## config.mk

```make
export PLATFORM = sky130hd
export DESIGN_NAME = tor_cfg
export DESIGN_NICKNAME = d
export VERILOG_FILES = /design/src/rtl/core/tor_pkg.sv /design/src/rtl/core/tor_cfg.sv
export SDC_FILE = /design/constraint.sdc
export NUM_CORES = 1
export LEC_CHECK = 0
export BUFFER_PORTS_ARGS = -buffer_cell sky130_fd_sc_hd__buf_2
export CELL_PAD_IN_SITES_DETAIL_PLACEMENT = 0
export CELL_PAD_IN_SITES_GLOBAL_PLACEMENT = 1
export CORE_MARGIN = 3
export CORE_UTILIZATION = 43
export CTS_CLUSTER_DIAMETER = 120
export DETAILED_ROUTE_END_ITERATION = 12
export PLACE_DENSITY_LB_ADDON = 0.1
export SETUP_SLACK_MARGIN = 0.1
export SLEW_MARGIN = 20
export SYNTH_ARGS = -nofsm -noshare
export SYNTH_HDL_FRONTEND = slang
export SYNTH_SLANG_ARGS = --single-unit
```

## constraint.sdc

```tcl
create_clock -name clk_i -period 3.56 [get_ports clk_i]
set_input_delay 0 -clock clk_i [delete_from_list [all_inputs] [get_ports clk_i]]
set_output_delay 0 -clock clk_i [all_outputs]
set_load 0.03 [all_outputs]
```

## src/rtl/core/tor_pkg.sv

```systemverilog
// Package for the tracked object registry: payload types, codes and helpers.
`timescale 1ns / 1ps
package tor_pkg;

  localparam int DefSlots      = 1024;
  localparam int DefObjects    = 4096;
  localparam int DefValueBytes = 8;

  localparam int CfgIdxW  = 3;
  localparam int CfgDataW = 48;

  localparam logic [47:0] Mask48       = 48'hFFFF_FFFF_FFFF;
  localparam logic [31:0] Max32        = 32'hFFFF_FFFF;
  localparam logic [10:0] CntTargetMax = 11'd2047;
  localparam logic [10:0] CntTargetRst = 11'd1024;
  localparam logic [31:0] OtherEst     = 32'd64;

  typedef enum logic [1:0] {
    OP_TRACK   = 2'd0,
    OP_UNTRACK = 2'd1,
    OP_MARK    = 2'd2,
    OP_COLLECT = 2'd3
  } op_e;

  typedef enum logic [1:0] {
    ST_DONE    = 2'd0,
    ST_IGNORED = 2'd1,
    ST_FULL    = 2'd2
  } status_e;

  typedef enum logic [2:0] {
    KIND_ARRAY    = 3'd0,
    KIND_OBJECT   = 3'd1,
    KIND_INSTANCE = 3'd2,
    KIND_STRING   = 3'd3,
    KIND_FUNCTION = 3'd4,
    KIND_OTHER    = 3'd5
  } kind_e;

  typedef enum logic [2:0] {
    CFG_GC_ENABLED      = 3'd0,
    CFG_COUNT_THRESHOLD = 3'd1,
    CFG_MEMORY_LIMIT    = 3'd2,
    CFG_BASE_ARRAY      = 3'd3,
    CFG_BASE_OBJECT     = 3'd4,
    CFG_BASE_INSTANCE   = 3'd5,
    CFG_BASE_STRING     = 3'd6,
    CFG_BASE_FUNCTION   = 3'd7
  } cfg_idx_e;

  typedef struct packed {
    logic [1:0]  operation;
    logic [11:0] object_id;
    logic [2:0]  object_kind;
    logic [15:0] element_count;
  } in_item_t;

  typedef struct packed {
    logic [1:0]  status;
    logic [11:0] moved_object;
    logic        moved_valid;
    logic        collect_requested;
    logic [10:0] live_count;
    logic [10:0] swept_count;
    logic [47:0] memory_usage;
    logic [10:0] peak_count;
    logic [31:0] allocations_since;
    logic [31:0] collections_total;
    logic [31:0] collected_total;
    logic [31:0] allocated_total;
  } out_item_t;

  // Control settings the sequencer needs
  typedef struct packed {
    logic        gc_enabled;
    logic [10:0] count_threshold;
    logic [47:0] mem_limit;
  } cfg_t;

  function automatic logic [31:0] sat_add32(logic [31:0] a, logic [31:0] b);
    logic [32:0] s;
    s = {1'b0, a} + {1'b0, b};
    return s[32] ? Max32 : s[31:0];
  endfunction

endpackage

```

## src/rtl/core/tor_cfg.sv

```systemverilog
// Configuration registers and per-item size estimate.
`timescale 1ns / 1ps
module tor_cfg import tor_pkg::*; #(
  parameter int ValueBytes = DefValueBytes
) (
  input  logic                clk_i,
  input  logic                rst_ni,
  input  logic                cfg_we_i,
  input  logic [CfgIdxW-1:0]  cfg_idx_i,
  input  logic [CfgDataW-1:0] cfg_wdata_i,
  input  logic [2:0]          kind_i,
  input  logic [15:0]         count_i,
  output cfg_t                cfg_o,
  output logic [31:0]         est_o
);

  logic        en_q;
  logic [10:0] thr_q;
  logic [47:0] limit_q;
  logic [15:0] b_arr_q, b_obj_q, b_inst_q, b_str_q, b_fn_q;

  // register writes
  always_ff @(posedge clk_i or negedge rst_ni) begin
    if (!rst_ni) begin
      en_q     <= 1'b1;
      thr_q    <= 11'd1024;
      limit_q  <= '0;
      b_arr_q  <= 16'd64;
      b_obj_q  <= 16'd64;
      b_inst_q <= 16'd64;
      b_str_q  <= 16'd64;
      b_fn_q   <= 16'd64;
    end else if (cfg_we_i) begin
      unique case (cfg_idx_e'(cfg_idx_i))
        CFG_GC_ENABLED:      en_q     <= cfg_wdata_i[0];
        CFG_COUNT_THRESHOLD: thr_q    <= cfg_wdata_i[10:0];
        CFG_MEMORY_LIMIT:    limit_q  <= cfg_wdata_i[47:0];
        CFG_BASE_ARRAY:      b_arr_q  <= cfg_wdata_i[15:0];
        CFG_BASE_OBJECT:     b_obj_q  <= cfg_wdata_i[15:0];
        CFG_BASE_INSTANCE:   b_inst_q <= cfg_wdata_i[15:0];
        CFG_BASE_STRING:     b_str_q  <= cfg_wdata_i[15:0];
        CFG_BASE_FUNCTION:   b_fn_q   <= cfg_wdata_i[15:0];
        default: ;
      endcase
    end
  end

  assign cfg_o = '{gc_enabled: en_q, count_threshold: thr_q, mem_limit: limit_q};

  // estimate: base plus body for container kinds, saturated to 32 bits
  logic [32:0] body, est_w;
  assign body = 33'(count_i) * 33'(ValueBytes);

  always_comb begin
    unique case (kind_i)
      KIND_ARRAY:    est_w = 33'(b_arr_q) + body;
      KIND_OBJECT:   est_w = 33'(b_obj_q) + body;
      KIND_INSTANCE: est_w = 33'(b_inst_q) + body;
      KIND_STRING:   est_w = 33'(b_str_q);
      KIND_FUNCTION: est_w = 33'(b_fn_q);
      default:       est_w = 33'(OtherEst);
    endcase
  end

  assign est_o = est_w[32] ? Max32 : est_w[31:0];

endmodule

```

==> flow_summary.yaml <==
run_status:
  status: "completed"
yosys:
  ys_seq_elements: 140
  syn_area_um2: 7040
  yosys.area_share.simple_pct: 7.04
  synth_fa_ha_area_share_pct: 2.77
  synth_compound_area_share_pct: 12.0
  ys_seq_area_share_pct: 49.9
  async_reset_ff_share_pct: 100
  synth_xor_area_share_pct: 0.995
  ys.flop_type: "dfrtp_1"
  synth-edff-count: 0
  yosysWarnings: 0
  postSynthAreaPerCell_um2: 11.7
  synthCells: 604
  synthDistinctLibCells: 50
  synth_top_family_by_area: "multiplexers"
  synth.mux.area_fraction_pct: 23.2
worst_setup_path:
  path_class: "reg -> out"
  max_stage_delay_ps: 460
  worstSetupStartpoint: "b_inst_q[10]"
  ff2ff_path_depth: 1
  slowest_stage: "ha_1"
  rrSetupSlack_ps: 2730
  path_cells: "or3_1 -> o21ai_0 -> a21oi_1 -> ha_1 -> and2_1 -> nand3_1 -> a211oi_2 -> o211ai_2 -> a211o_1 -> a21oi_1 -> buf_2"
  crit_fanout: 9
  worst_ep_arrival_time_ps: 3190
  crit_top_cell: "a21oi_1"
  worstSetupEndpoint: "est_o[18]"
  r2r-end: "b_arr_q[10]"
  cp_num_cells: 11
  cp-end-kind: "output port"
  crit_family: "compound AO/OA/AOI/OAI gates"
  reg2reg_from: "b_arr_q[10]"
  start_kind: "flop"
  crit_buf_inv: 1
  required_ps: 3560
drt:
  drc: 0
  ant_nets: 0
  routed_wl_um: 18300
  routed_via_density: 5.28
  first_iter_violations: 268
  drtPass1Iterations: 4
  post_drt_wl_per_cell_um: 17.9
  vias: 5403
global_route:
  grt_max_degree: 122
  grtUsageTotal_pct: 21.0
  grt_pass1_vias: 5568
  grt_antenna_before_repair: 0
  grt_first_pass_wirelength_um: 29700
  grt_overflow: 0
cells_and_area:
  mostFrequentLayoutCells: "buf_2 (151), mux2_2 (143), dfrtp_1 (133)"
  antenna_cells: 0
  fillers: 1367
  final_common_cell: "buf_2"
  fin_util_pct: 56.8
  area_delta_synth_final_pct: 28.6
  fin_nets: 883
  drive_above_1_share_pct: 43.7
place:
  io_buffers: 152
  routabilityCongestion: 0.767
  post-dp-hpwl_um: 12500
timing:
  rsz0062_at_grt: "no"
  fmax_mhz: 313
  worstMarginPinSlew_ps: 1050
  setup_tns_ps: 0
  slew_headroom_pct: 29.3
  finalSetupViolations: 0
  fin_crit_sh_pct: 89.6
  drv_slew: 0
  fin_skew_ps: 0
  finalHoldViolations: 0
  period_minus_slack_ps: 3190
clocking:
  cts_tree: "built"
  cts_buffers: 17
  clk_latency_ps: 410
  clkSinkCount: 140
  cts_setup_buffers: 0
  clock_path_buffers: 2
  htree_levels: 4
  clk_pin_slew_ps: 60
  root_buffer: "clkbuf_16"
floorplanning:
  die_x_um: 134
  dieArea_um2: 17900
  num_rows: 46
  num_io_pins: 165
  core_area_um2: 15900
  die_h_um: 134
  start_util_pct: 44.2
pwr:
  power.density_nw_per_um2: 626
  ir_worst_vdd_mv: 0.369
  p_leak_nw: 4.11
flow_run:
  drv_cap: 0
worst_hold_path:
  hold_path_depth: 3
  hp-class: "in -> reg"
-- final cells by class --
cell class,instances,area (um^2),share of cell area [%]
Clock buffer,19,433,4.78
Inverter,9,33.8,0.373
Multi-Input combinational cell,416,3300,36.4
Timing Repair Buffer,211,1340,14.8
Tap cell,216,270,2.99
Sequential cell,140,3510,38.8
Clock inverter,13,166,1.84
-- per-stage QoR --
step	worst slack, ps	hold WS (ps)	cells	power, mW	cell area, um^2
after floorplan	419	-296	615	3.36	7080
after global placement	467	231	942	3.83	7940
after detailed placement	473	236	942	3.87	7940
after CTS	297	90.0	1023	5.72	9030
after global routing	115	115	1024	5.98	9050
final	370	102	1024	5.67	9050
-- power by group --
| part | switching (mW) | total (mW) | internal, mW |
|---|---|---|---|
| Clock | 0.674 | 1.78 | 1.11 |
| Sequential | 0.210 | 2.17 | 1.96 |
| Combinational | 1.02 | 1.72 | 0.702 |
-- worst min path at each step --
stage / endpoint / slack (ps) / start
floorplan: b_arr_q[0] / -300 / rst_ni
global placement: b_fn_q[11] / 230 / rst_ni
detailed placement: limit_q[22] / 240 / cfg_wdata_i[22]
CTS: en_q / 90 / cfg_idx_i[1]
global route: en_q / 110 / cfg_idx_i[1]
finish: en_q / 100 / cfg_idx_i[1]
-- cell families after synthesis --
family / count (synthesis)
compound gates: 134
xor+xnor: 8
fa+ha+maj: 15
buf+inv: 59
flops: 140
mux: 145
other cells: 1
simple gates: 102
-- flip-flops by register name (all words and copies together), names as in the netlist --
name / cells
b_arr_q: 16
limit_q: 48
b_obj_q: 16
thr_q: 11
b_str_q: 16
b_inst_q: 16
b_fn_q: 16
en_q: 1
-- Yosys cell counts, types with 2 or more instances --
| master | count | area share, % |
|---|---|---|
| xnor2_1 | 4 | 0.50 |
| mux2_2 | 143 | 23 |
| nor2_1 | 45 | 2.4 |
| nor3b_1 | 3 | 0.32 |
| o21ai_0 | 19 | 1.4 |
| a21oi_1 | 49 | 3.5 |
| ha_1 | 14 | 2.5 |
| a2bb2oi_1 | 6 | 0.75 |
| dfstp_2 | 7 | 2.6 |
| nand4_1 | 4 | 0.36 |
| mux2i_1 | 2 | 0.28 |
| xor2_1 | 4 | 0.50 |
| a22oi_1 | 11 | 1.2 |
| o22ai_1 | 24 | 2.1 |
| a211o_1 | 2 | 0.25 |
| dfrtp_1 | 133 | 47 |
| nand3_1 | 3 | 0.21 |
| a21oi_2 | 2 | 0.25 |
| nand2_1 | 17 | 0.91 |
| nor3_1 | 4 | 0.28 |
| a21o_1 | 5 | 0.53 |
| and2_1 | 2 | 0.18 |
| clkbuf_1 | 23 | 1.2 |
| inv_1 | 8 | 0.43 |
| buf_4 | 15 | 1.6 |
| nand2b_1 | 3 | 0.27 |
| o31ai_1 | 3 | 0.32 |
| buf_2 | 12 | 0.85 |
| or3_1 | 14 | 1.2 |
| nand4b_1 | 3 | 0.37 |
-- tightest hold or removal path: stages --
cell,delay [ps]
buf_2,170
nor3_1,90
mux2_2,220
-- routing by layer --
layer | track usage, % | part of all wire, % | vias up
li1 | - | - | 2580
met5 | 0 | 0 | -
met2 | 32.9 | 46 | 170
met1 | 29.5 | 47 | 2638
met3 | 4.99 | 6.1 | 15
met4 | 5.43 | 0.95 | 0
-- timing repair --
item	in CTS	in global routing
hold buffers	49	0
endpoints found under the hold margin	253	0
gates resized for setup	0	2
setup endpoints to repair	0	2
No activity file was read; power rests on OpenSTA's default activity.
